[config.mk]
export PLATFORM = sky130hd
export DESIGN_NAME = pulse_channel_with_sweep_unit
export DESIGN_NICKNAME = d
export VERILOG_FILES = /design/src/hdl/pcs_pkg.sv /design/src/hdl/pcs_core.sv /design/src/hdl/pulse_channel_with_sweep_unit.sv
export SDC_FILE = /design/constraint.sdc
export NUM_CORES = 1
export LEC_CHECK = 0
export BUFFER_PORTS_ARGS = -buffer_cell sky130_fd_sc_hd__buf_2
export CAP_MARGIN = 25
export CORE_ASPECT_RATIO = 0.9
export CORE_UTILIZATION = 63
export CTS_BUF_LIST = sky130_fd_sc_hd__clkbuf_16
export DETAILED_ROUTE_END_ITERATION = 6
export GPL_TIMING_DRIVEN = 0
export HOLD_SLACK_MARGIN = 0.15
export MAX_ROUTING_LAYER = met4
export PLACE_DENSITY = 0.9
export SYNTH_ARGS = -nofsm -noshare
export SYNTH_HDL_FRONTEND = slang
export SYNTH_SLANG_ARGS = --single-unit
[constraint.sdc]
create_clock -name clk_i -period 4.44 [get_ports clk_i]
set_clock_uncertainty 0.1 [all_clocks]
set_input_delay 0.666 -clock clk_i [delete_from_list [all_inputs] [get_ports clk_i]]
set_output_delay 0.666 -clock clk_i [all_outputs]
set_load 0.02 [all_outputs]
[src/hdl/pcs_pkg.sv]
`default_nettype none

package pcs_pkg;

  // Duty waveform geometry
  localparam int unsigned DutySteps = 8;
  localparam int unsigned DutyPosW  = $clog2(DutySteps);

  // Field widths
  localparam int unsigned PeriodW    = 11;
  localparam int unsigned FreqCntW   = 14;
  localparam int unsigned LengthW    = 7;
  localparam int unsigned LevelW     = 5;

  // Limits
  localparam logic [PeriodW:0]   PeriodSpan = 12'd2048;
  localparam logic [LengthW-1:0] LengthFull = 7'd64;
  localparam logic [3:0]         VolumeMax  = 4'd15;
  localparam logic [3:0]         PaceZero   = 4'd8;

  // Read masks
  localparam logic [7:0] DutyReadMask  = 8'hC0;
  localparam logic [7:0] HighReadMask  = 8'h78;
  localparam logic [7:0] UnmappedRead  = 8'hFF;

  // Transaction kinds
  typedef enum logic [1:0] {
    KIND_TICK  = 2'd0,
    KIND_FRAME = 2'd1,
    KIND_WRITE = 2'd2,
    KIND_READ  = 2'd3
  } kind_e;

  // Register offsets
  typedef enum logic [2:0] {
    REG_SWEEP   = 3'd0,
    REG_DUTYLEN = 3'd1,
    REG_ENV     = 3'd2,
    REG_PLOW    = 3'd3,
    REG_PHIGH   = 3'd4
  } reg_off_e;

  // Frame sequencer step that clocks the envelope
  localparam logic [2:0] EnvStep = 3'd7;

  // Duty waveforms, bit i is waveform step i
  localparam logic [DutySteps-1:0] DUTY_WAVE [4] = '{
    8'b1000_0000,
    8'b1000_0001,
    8'b1110_0001,
    8'b0111_1110
  };

  typedef struct packed {
    logic [7:0]               sweep_reg;
    logic [7:0]               duty_length_reg;
    logic [7:0]               envelope_reg;
    logic [7:0]               period_low_reg;
    logic [7:0]               period_high_reg;
    logic [FreqCntW-1:0]      freq_countdown;
    logic [DutyPosW-1:0]      duty_position;
    logic signed [LevelW-1:0] out_level;
    logic                     active;
    logic [LengthW-1:0]       length_left;
    logic [3:0]               volume;
    logic [3:0]               env_countdown;
    logic                     env_finished;
    logic [2:0]               sweep_period;
    logic [3:0]               sweep_countdown;
  } chan_state_t;

  typedef struct packed {
    logic [1:0] kind;
    logic [2:0] reg_offset;
    logic [7:0] write_data;
    logic [2:0] seq_step;
  } item_t;

  typedef struct packed {
    logic signed [LevelW-1:0] sample;
    logic [7:0]               read_data;
    logic                     channel_on;
  } result_t;

endpackage

`default_nettype wire

[src/hdl/pcs_core.sv]
`default_nettype none

module pcs_core (
  input  wire pcs_pkg::chan_state_t st_i,
  input  wire pcs_pkg::item_t       item_i,
  output pcs_pkg::chan_state_t      st_o,
  output pcs_pkg::result_t          res_o
);
  import pcs_pkg::*;

  logic [PeriodW-1:0]  period;
  logic [FreqCntW-1:0] reload;
  logic [PeriodW:0]    reload_base;
  logic [PeriodW-1:0]  sw_shifted;
  logic [PeriodW:0]    sw_sum;
  logic [PeriodW:0]    sw_next;
  logic [2:0]          env_pace;
  logic [2:0]          new_pace;
  logic                wave_bit;
  logic [DutyPosW-1:0] next_pos;
  logic [7:0]          rd;
  chan_state_t         s;

  // Current period and frequency timer reload value
  assign period      = {st_i.period_high_reg[2:0], st_i.period_low_reg};
  assign reload_base = PeriodSpan - {1'b0, period};
  assign reload      = {reload_base, 2'b00};

  // Sweep candidate period
  assign sw_shifted = period >> st_i.sweep_reg[2:0];
  assign sw_sum     = {1'b0, period} + {1'b0, sw_shifted};
  assign sw_next    = st_i.sweep_reg[3] ? {1'b0, period - sw_shifted} : sw_sum;

  assign env_pace = st_i.envelope_reg[2:0];
  assign new_pace = item_i.write_data[6:4];
  assign next_pos = st_i.duty_position + 1'b1;
  assign wave_bit = DUTY_WAVE[st_i.duty_length_reg[7:6]][next_pos];

  // Next state for one transaction
  always_comb begin
    s  = st_i;
    rd = '0;
    case (item_i.kind)
      KIND_TICK: begin
        if (st_i.freq_countdown != '0) begin
          s.freq_countdown = st_i.freq_countdown - 1'b1;
        end else begin
          s.freq_countdown = reload;
          s.duty_position  = next_pos;
          if (st_i.active) begin
            s.out_level = wave_bit ? $signed({1'b0, st_i.volume})
                                   : $signed(5'd0 - {1'b0, st_i.volume});
          end else begin
            s.out_level = '0;
          end
        end
      end
      KIND_FRAME: begin
        if (st_i.active) begin
          // Length counter on even steps
          if (!item_i.seq_step[0] && st_i.period_high_reg[6] && st_i.length_left != '0) begin
            s.length_left = st_i.length_left - 1'b1;
            if (st_i.length_left == 7'd1) begin
              s.active = 1'b0;
            end
          end
          // Frequency sweep on steps 2 and 6
          if (item_i.seq_step[1:0] == 2'd2 && st_i.sweep_period != '0) begin
            if (st_i.sweep_countdown == '0) begin
              s.sweep_countdown = {1'b0, st_i.sweep_period};
              if (sw_next[PeriodW]) begin
                s.active = 1'b0;
              end else begin
                s.period_low_reg  = sw_next[7:0];
                s.period_high_reg = {st_i.period_high_reg[7:3], sw_next[10:8]};
              end
            end else begin
              s.sweep_countdown = st_i.sweep_countdown - 1'b1;
            end
          end
          // Volume envelope on the last step
          if (item_i.seq_step == EnvStep && !st_i.env_finished) begin
            if (st_i.env_countdown == '0) begin
              s.env_countdown = (env_pace != '0) ? {1'b0, env_pace} : PaceZero;
              if (st_i.envelope_reg[3] && st_i.volume != VolumeMax) begin
                s.volume = st_i.volume + 1'b1;
              end else if (!st_i.envelope_reg[3] && st_i.volume != '0) begin
                s.volume = st_i.volume - 1'b1;
              end
              if (s.volume == '0 || s.volume == VolumeMax) begin
                s.env_finished = 1'b1;
              end
            end else begin
              s.env_countdown = st_i.env_countdown - 1'b1;
            end
          end
        end
      end
      KIND_WRITE: begin
        case (item_i.reg_offset)
          REG_SWEEP: begin
            if (st_i.sweep_reg[6:4] == '0 && new_pace != '0) begin
              s.sweep_period    = new_pace;
              s.sweep_countdown = {1'b0, new_pace};
            end
            s.sweep_reg = item_i.write_data;
            if (new_pace == '0) begin
              s.sweep_period = '0;
            end
          end
          REG_DUTYLEN: begin
            s.duty_length_reg = item_i.write_data;
            s.length_left     = LengthFull - {1'b0, item_i.write_data[5:0]};
          end
          REG_ENV: begin
            s.envelope_reg = item_i.write_data;
          end
          REG_PLOW: begin
            s.period_low_reg = item_i.write_data;
          end
          REG_PHIGH: begin
            s.period_high_reg = item_i.write_data;
            // Trigger: restart the channel
            if (item_i.write_data[7]) begin
              s.active = 1'b1;
              if (st_i.length_left == '0) begin
                s.length_left = LengthFull - {1'b0, st_i.duty_length_reg[5:0]};
              end
              s.volume          = st_i.envelope_reg[7:4];
              s.env_countdown   = (env_pace != '0) ? {1'b0, env_pace} : PaceZero;
              s.env_finished    = 1'b0;
              s.sweep_period    = st_i.sweep_reg[6:4];
              s.sweep_countdown = (st_i.sweep_reg[6:4] != '0) ?
                                  {1'b0, st_i.sweep_reg[6:4]} : PaceZero;
              s.freq_countdown  =
                {PeriodSpan - {1'b0, item_i.write_data[2:0], st_i.period_low_reg}, 2'b00};
              s.duty_position   = '0;
            end
          end
          default: begin
          end
        endcase
      end
      KIND_READ: begin
        case (item_i.reg_offset)
          REG_SWEEP:   rd = st_i.sweep_reg;
          REG_DUTYLEN: rd = st_i.duty_length_reg & DutyReadMask;
          REG_ENV:     rd = st_i.envelope_reg;
          REG_PLOW:    rd = '0;
          REG_PHIGH:   rd = st_i.period_high_reg & HighReadMask;
          default:     rd = UnmappedRead;
        endcase
      end
      default: begin
      end
    endcase
  end

  assign st_o             = s;
  assign res_o.sample     = s.out_level;
  assign res_o.read_data  = rd;
  assign res_o.channel_on = s.active;

endmodule

`default_nettype wire

[src/hdl/pulse_channel_with_sweep_unit.sv]
`default_nettype none

// Square-wave sound channel with frequency sweep, volume envelope and length
// counter. Every accepted transaction (period tick, frame sequencer step,
// register write or register read) updates the channel state in the cycle it
// is accepted and produces exactly one result, in order. A new transaction can
// be taken every clock cycle while in_ready_o is high: each result is registered
// into a two-entry output queue, so in_ready_o only drops when two results are
// waiting for out_ready_i.
module pulse_channel_with_sweep_unit (
  input  wire logic        clk_i,
  input  wire logic        rst_ni,
  input  wire logic        in_valid_i,
  output logic             in_ready_o,
  input  wire logic [1:0]  kind_i,
  input  wire logic [2:0]  reg_offset_i,
  input  wire logic [7:0]  write_data_i,
  input  wire logic [2:0]  seq_step_i,
  output logic             out_valid_o,
  input  wire logic        out_ready_i,
  output logic signed [pcs_pkg::LevelW-1:0] sample_o,
  output logic [7:0]       read_data_o,
  output logic             channel_on_o
);
  import pcs_pkg::*;

  chan_state_t st_q, st_d;
  item_t       item;
  result_t     res_new;
  result_t     head_q, head_d;
  result_t     tail_q, tail_d;
  logic [1:0]  cnt_q, cnt_d;
  logic        push, pop;

  assign item.kind       = kind_i;
  assign item.reg_offset = reg_offset_i;
  assign item.write_data = write_data_i;
  assign item.seq_step   = seq_step_i;

  pcs_core u_core (
    .st_i   (st_q),
    .item_i (item),
    .st_o   (st_d),
    .res_o  (res_new)
  );

  assign in_ready_o  = (cnt_q != 2'd2);
  assign out_valid_o = (cnt_q != 2'd0);
  assign push        = in_valid_i && in_ready_o;
  assign pop         = out_valid_o && out_ready_i;

  // Advance the channel state on each accepted transaction
  always_ff @(posedge clk_i or negedge rst_ni) begin
    if (!rst_ni) begin
      st_q <= '0;
    end else if (push) begin
      st_q <= st_d;
    end
  end

  // Output queue: push new results, drop the head on handoff
  always_comb begin
    head_d = head_q;
    tail_d = tail_q;
    cnt_d  = cnt_q;
    if (push && !pop) begin
      if (cnt_q == 2'd0) begin
        head_d = res_new;
      end else begin
        tail_d = res_new;
      end
      cnt_d = cnt_q + 1'b1;
    end else if (pop && !push) begin
      head_d = tail_q;
      cnt_d  = cnt_q - 1'b1;
    end else if (push && pop) begin
      head_d = res_new;
    end
  end

  always_ff @(posedge clk_i or negedge rst_ni) begin
    if (!rst_ni) begin
      cnt_q <= '0;
    end else begin
      cnt_q <= cnt_d;
    end
  end

  always_ff @(posedge clk_i) begin
    head_q <= head_d;
    tail_q <= tail_d;
  end

  assign sample_o     = head_q.sample;
  assign read_data_o  = head_q.read_data;
  assign channel_on_o = head_q.channel_on;

endmodule

`default_nettype wire

==> flow_summary.json <==
{
  "setup_viol": 0,
  "final_nets": 1081,
  "fillers": 889,
  "fp.dieW_um": 124,
  "grt_pass1_vias": 7611,
  "final_util_pct": 73.5,
  "tightest_slew_ns": 0.950,
  "portBuffers": 29,
  "holdCritPathClass": "reg -> reg",
  "grt_max_degree": 59,
  "via_per_inst": 6.85,
  "route.detailed.drc": 0,
  "yosysUniqueCellTypes": 90,
  "fin_crit_ns": 4.34,
  "clockPowerShare_pct": 22.2,
  "fin_crit_sh_pct": 97.7,
  "io-pin-count": 36,
  "dieArea_um2": 13900,
  "power.density_nw_per_um2": 664,
  "worst_setup_path_end_kind": "flip-flop",
  "synth_top_area_share_pct": 25.6,
  "r2r_start": "st_q[78]$_DFFE_PN0P_",
  "initial_core_util_pct": 65.7,
  "critical_path.startpoint": "st_q[78]$_DFFE_PN0P_",
  "syn-num-nets": 1030,
  "tritoncts": "done",
  "cp.required_ns": 4.65,
  "switching_share_pct": 43.9,
  "p_int_mw": 3.54,
  "syn_area_per_cell_um2": 8.80,
  "gp_congestion": 0.998,
  "ys_top_cells_by_area": "dfrtp_1, edfxtp_1, ha_1, mux2_2, o21ai_0",
  "cts_buffers": 17,
  "area_growth_pct": 11.9,
  "worstSetupPathType": "reg -> reg",
  "max_freq_mhz": 230,
  "status": "completed",
  "comb_power_share_pct": 49.7,
  "clk_pin_slew_ns": 0.06,
  "wirelength_um": 23800,
  "hold_start": "st_q[7]$_DFFE_PN0P_",
  "arrival_ns": 4.55,
  "core_um2": 12900,
  "finalWorstSetupSlack_ns": 0.101,
  "hpwl_um": 16600,
  "vias": 8174,
  "place_ws_ns": -0.0608,
  "synth_edf_count": 28,
  "cts.sinks": 115,
  "synthCells": 965,
  "drtIter0Drc": 1135,
  "num_antenna_cells": 0,
  "synth_warnings": 0,
  "wl_per_cell_um": 19.9,
  "grt_util_all_layers_pct": 35.9,
  "cts_setup_buffers": 0,
  "p_switching_mw": 2.77,
  "die_y_um": 112,
  "ant_nets": 0,
  "power.total_mw": 6.31,
  "finalHoldViolCount": 0,
  "synth_area_um2": 8490,
  "clkLatencyLatePin_ns": 0.43,
  "rows": 39,
  "max-slew-margin-rel_pct": 36.7,
  "yosys.area.top_type": "dfrtp_1",
  "clock-root-buffer": "clkbuf_16",
  "drive_gt1_share_pct": 14.7,
  "clk_path_buf_depth": 2,
  "multi_input_area_um2": 5000,
  "synth_flop_cell": "dfrtp_1",
  "cp-start-kind": "flip-flop",
  "first_pass_iters": 6,
  "ys_ff_latch": 115,
  "pwr-share-seq_pct": 28.1,
  "grt_pass1_wl_um": 38700,
  "drv_cap": 0,
  "report.final.slew_viol_count": 0,
  "ys_seq_area_share_pct": 35.5,
  "ir_drop_v": 0.000504,
  "p_leak_nw": 4.03,
  "synthArstFlopShare_pct": 75.7,
  "rsz0062_at_grt": "false",
  "antenna_found_initial": 0,
  "cts.htree.levels": 4,
  "overflow": 0,
  "crit_fanout": 10,
  "ff_latch_area_um2": 3020
}
## timing repair
action / in CTS / in global routing
hold buffers: 1 / 0
setup endpoints to repair: 5 / 6
resized for setup: 1 / 6
hold endpoints to repair: 29 / 0
## worst paths after layout
kind                                   endpoint  slack, ns  depth (start not counted)
min in group asynchronous  st_q[27]$_DFFE_PN0P_       0.63                          2
max in group asynchronous  st_q[82]$_DFFE_PN0P_       2.97                          3
max reg2reg                st_q[58]$_DFFE_PN0P_       0.10                         14
min reg2reg                 st_q[7]$_DFFE_PN0P_       0.39                          2
min                         st_q[7]$_DFFE_PN0P_       0.39                          2
max                        st_q[58]$_DFFE_PN0P_       0.10                         14
## Yosys cell counts, types with 7 or more instances
library cell    n
nand2_1       105
edfxtp_1       28
o31ai_1        11
nor2b_1        14
clkbuf_1       41
dfrtp_1        87
xnor2_1        13
o21ai_0        89
nand2b_1       13
o22ai_1        12
a31oi_1         7
o21a_1          7
and3_1          7
mux2_2         46
nor3_1         29
a211oi_1        9
nor2_1         69
xor2_1         14
nor3b_1         8
nand3b_1        7
a22oi_1        10
ha_1           43
nand3_1        17
a21oi_1        55
nor4_1          7
inv_1          53
mux2i_1        13
## state kept, by name (all words and copies together), names as in the netlist
register and flops:
channel_on_o 1, cnt_q 2, read_data_o 8, sample_o 5, st_q 85, tail_q 14
## per-stage QoR
stage | setup TNS, ns | cell area, um2 | hold slack (ns) | cells
after floorplan | 0 | 8490 | 0.270 | 965
after global placement | -0.0177 | 8840 | 0.362 | 1158
after detailed placement | -0.213 | 8870 | 0.370 | 1159
after CTS | 0 | 9480 | 0.391 | 1192
after global routing | 0 | 9500 | 0.413 | 1193
final | 0 | 9500 | 0.386 | 1193
## layout by cell type, fill, tap and decap left out, types with 6 or more instances in the layout
cell,instances
buf_2,33
mux2i_1,13
a22o_1,6
nor2b_1,14
nor3b_1,8
nand2b_1,13
dfrtp_1,87
a31oi_1,6
a21oi_1,55
mux2_2,46
nor3_1,29
nand3b_1,7
nand2_1,105
nor4_1,7
or3_1,6
a211oi_1,9
nor2_1,69
xnor2_1,13
ha_1,43
xor2_1,14
and3_1,7
clkbuf_16,17
nand3_1,17
a211o_1,6
o21ai_0,89
o31ai_1,11
o211ai_1,6
o21a_1,7
o22ai_1,12
or4_1,6
inv_6,7
clkbuf_1,40
a22oi_1,10
inv_1,53
edfxtp_1,28
## per-layer routing
metal	wire length, um	vias to the layer above	global-route usage (%)
met2	10400	553	52.6
met5	0	-	-
met3	2430	129	7.67
met4	993	0	17.4
met1	9910	3862	47.4
li1	-	3630	-
## layout make-up
cell class              instances  share of cell area (%)
well taps                     164                    2.16
clock inverters                15                    1.79
flip-flops and latches        115                    31.8
repair buffers                 32                    2.03
plain buffers                  56                    2.99
multi-input cells             740                    52.7
clock buffers                  17                    4.48
inverters                      54                    2.13
## worst max-delay path: stages (launching register included)
cell      delay, ns
dfrtp_1        0.33
clkbuf_1       0.26
buf_4          0.26
mux2i_1        0.11
mux2_2         0.30
or2_2          0.31
ha_1           0.27
buf_2          0.18
or4b_1         0.60
or4_1          0.42
a21oi_1        0.26
o31ai_1        0.15
buf_2          0.21
nand2_4        0.12
mux2_2         0.35
## power by group through the flow
| stage | registers [mW] | logic [mW] | clock network (mW) |
|---|---|---|---|
| after floorplan | 1.73 | 2.28 | 0 |
| after global placement | 1.75 | 2.91 | 0 |
| after detailed placement | 1.77 | 3.01 | 0 |
| after CTS | 1.75 | 3.04 | 1.39 |
| after global routing | 1.81 | 3.47 | 1.44 |
| final | 1.77 | 3.14 | 1.40 |
## logic make-up (layout without fill, tap and decap cells)
group	Yosys count	count (layout)	share of synthesized area, %
buf+inv	110	174	5.69
mux	61	61	8.03
compound gates	276	276	20.9
simple gates	331	331	20.2
flops	115	115	35.5
xor+xnor	27	27	2.79
fa+ha+maj	45	45	6.81
No activity file was read; power rests on OpenSTA's default activity.
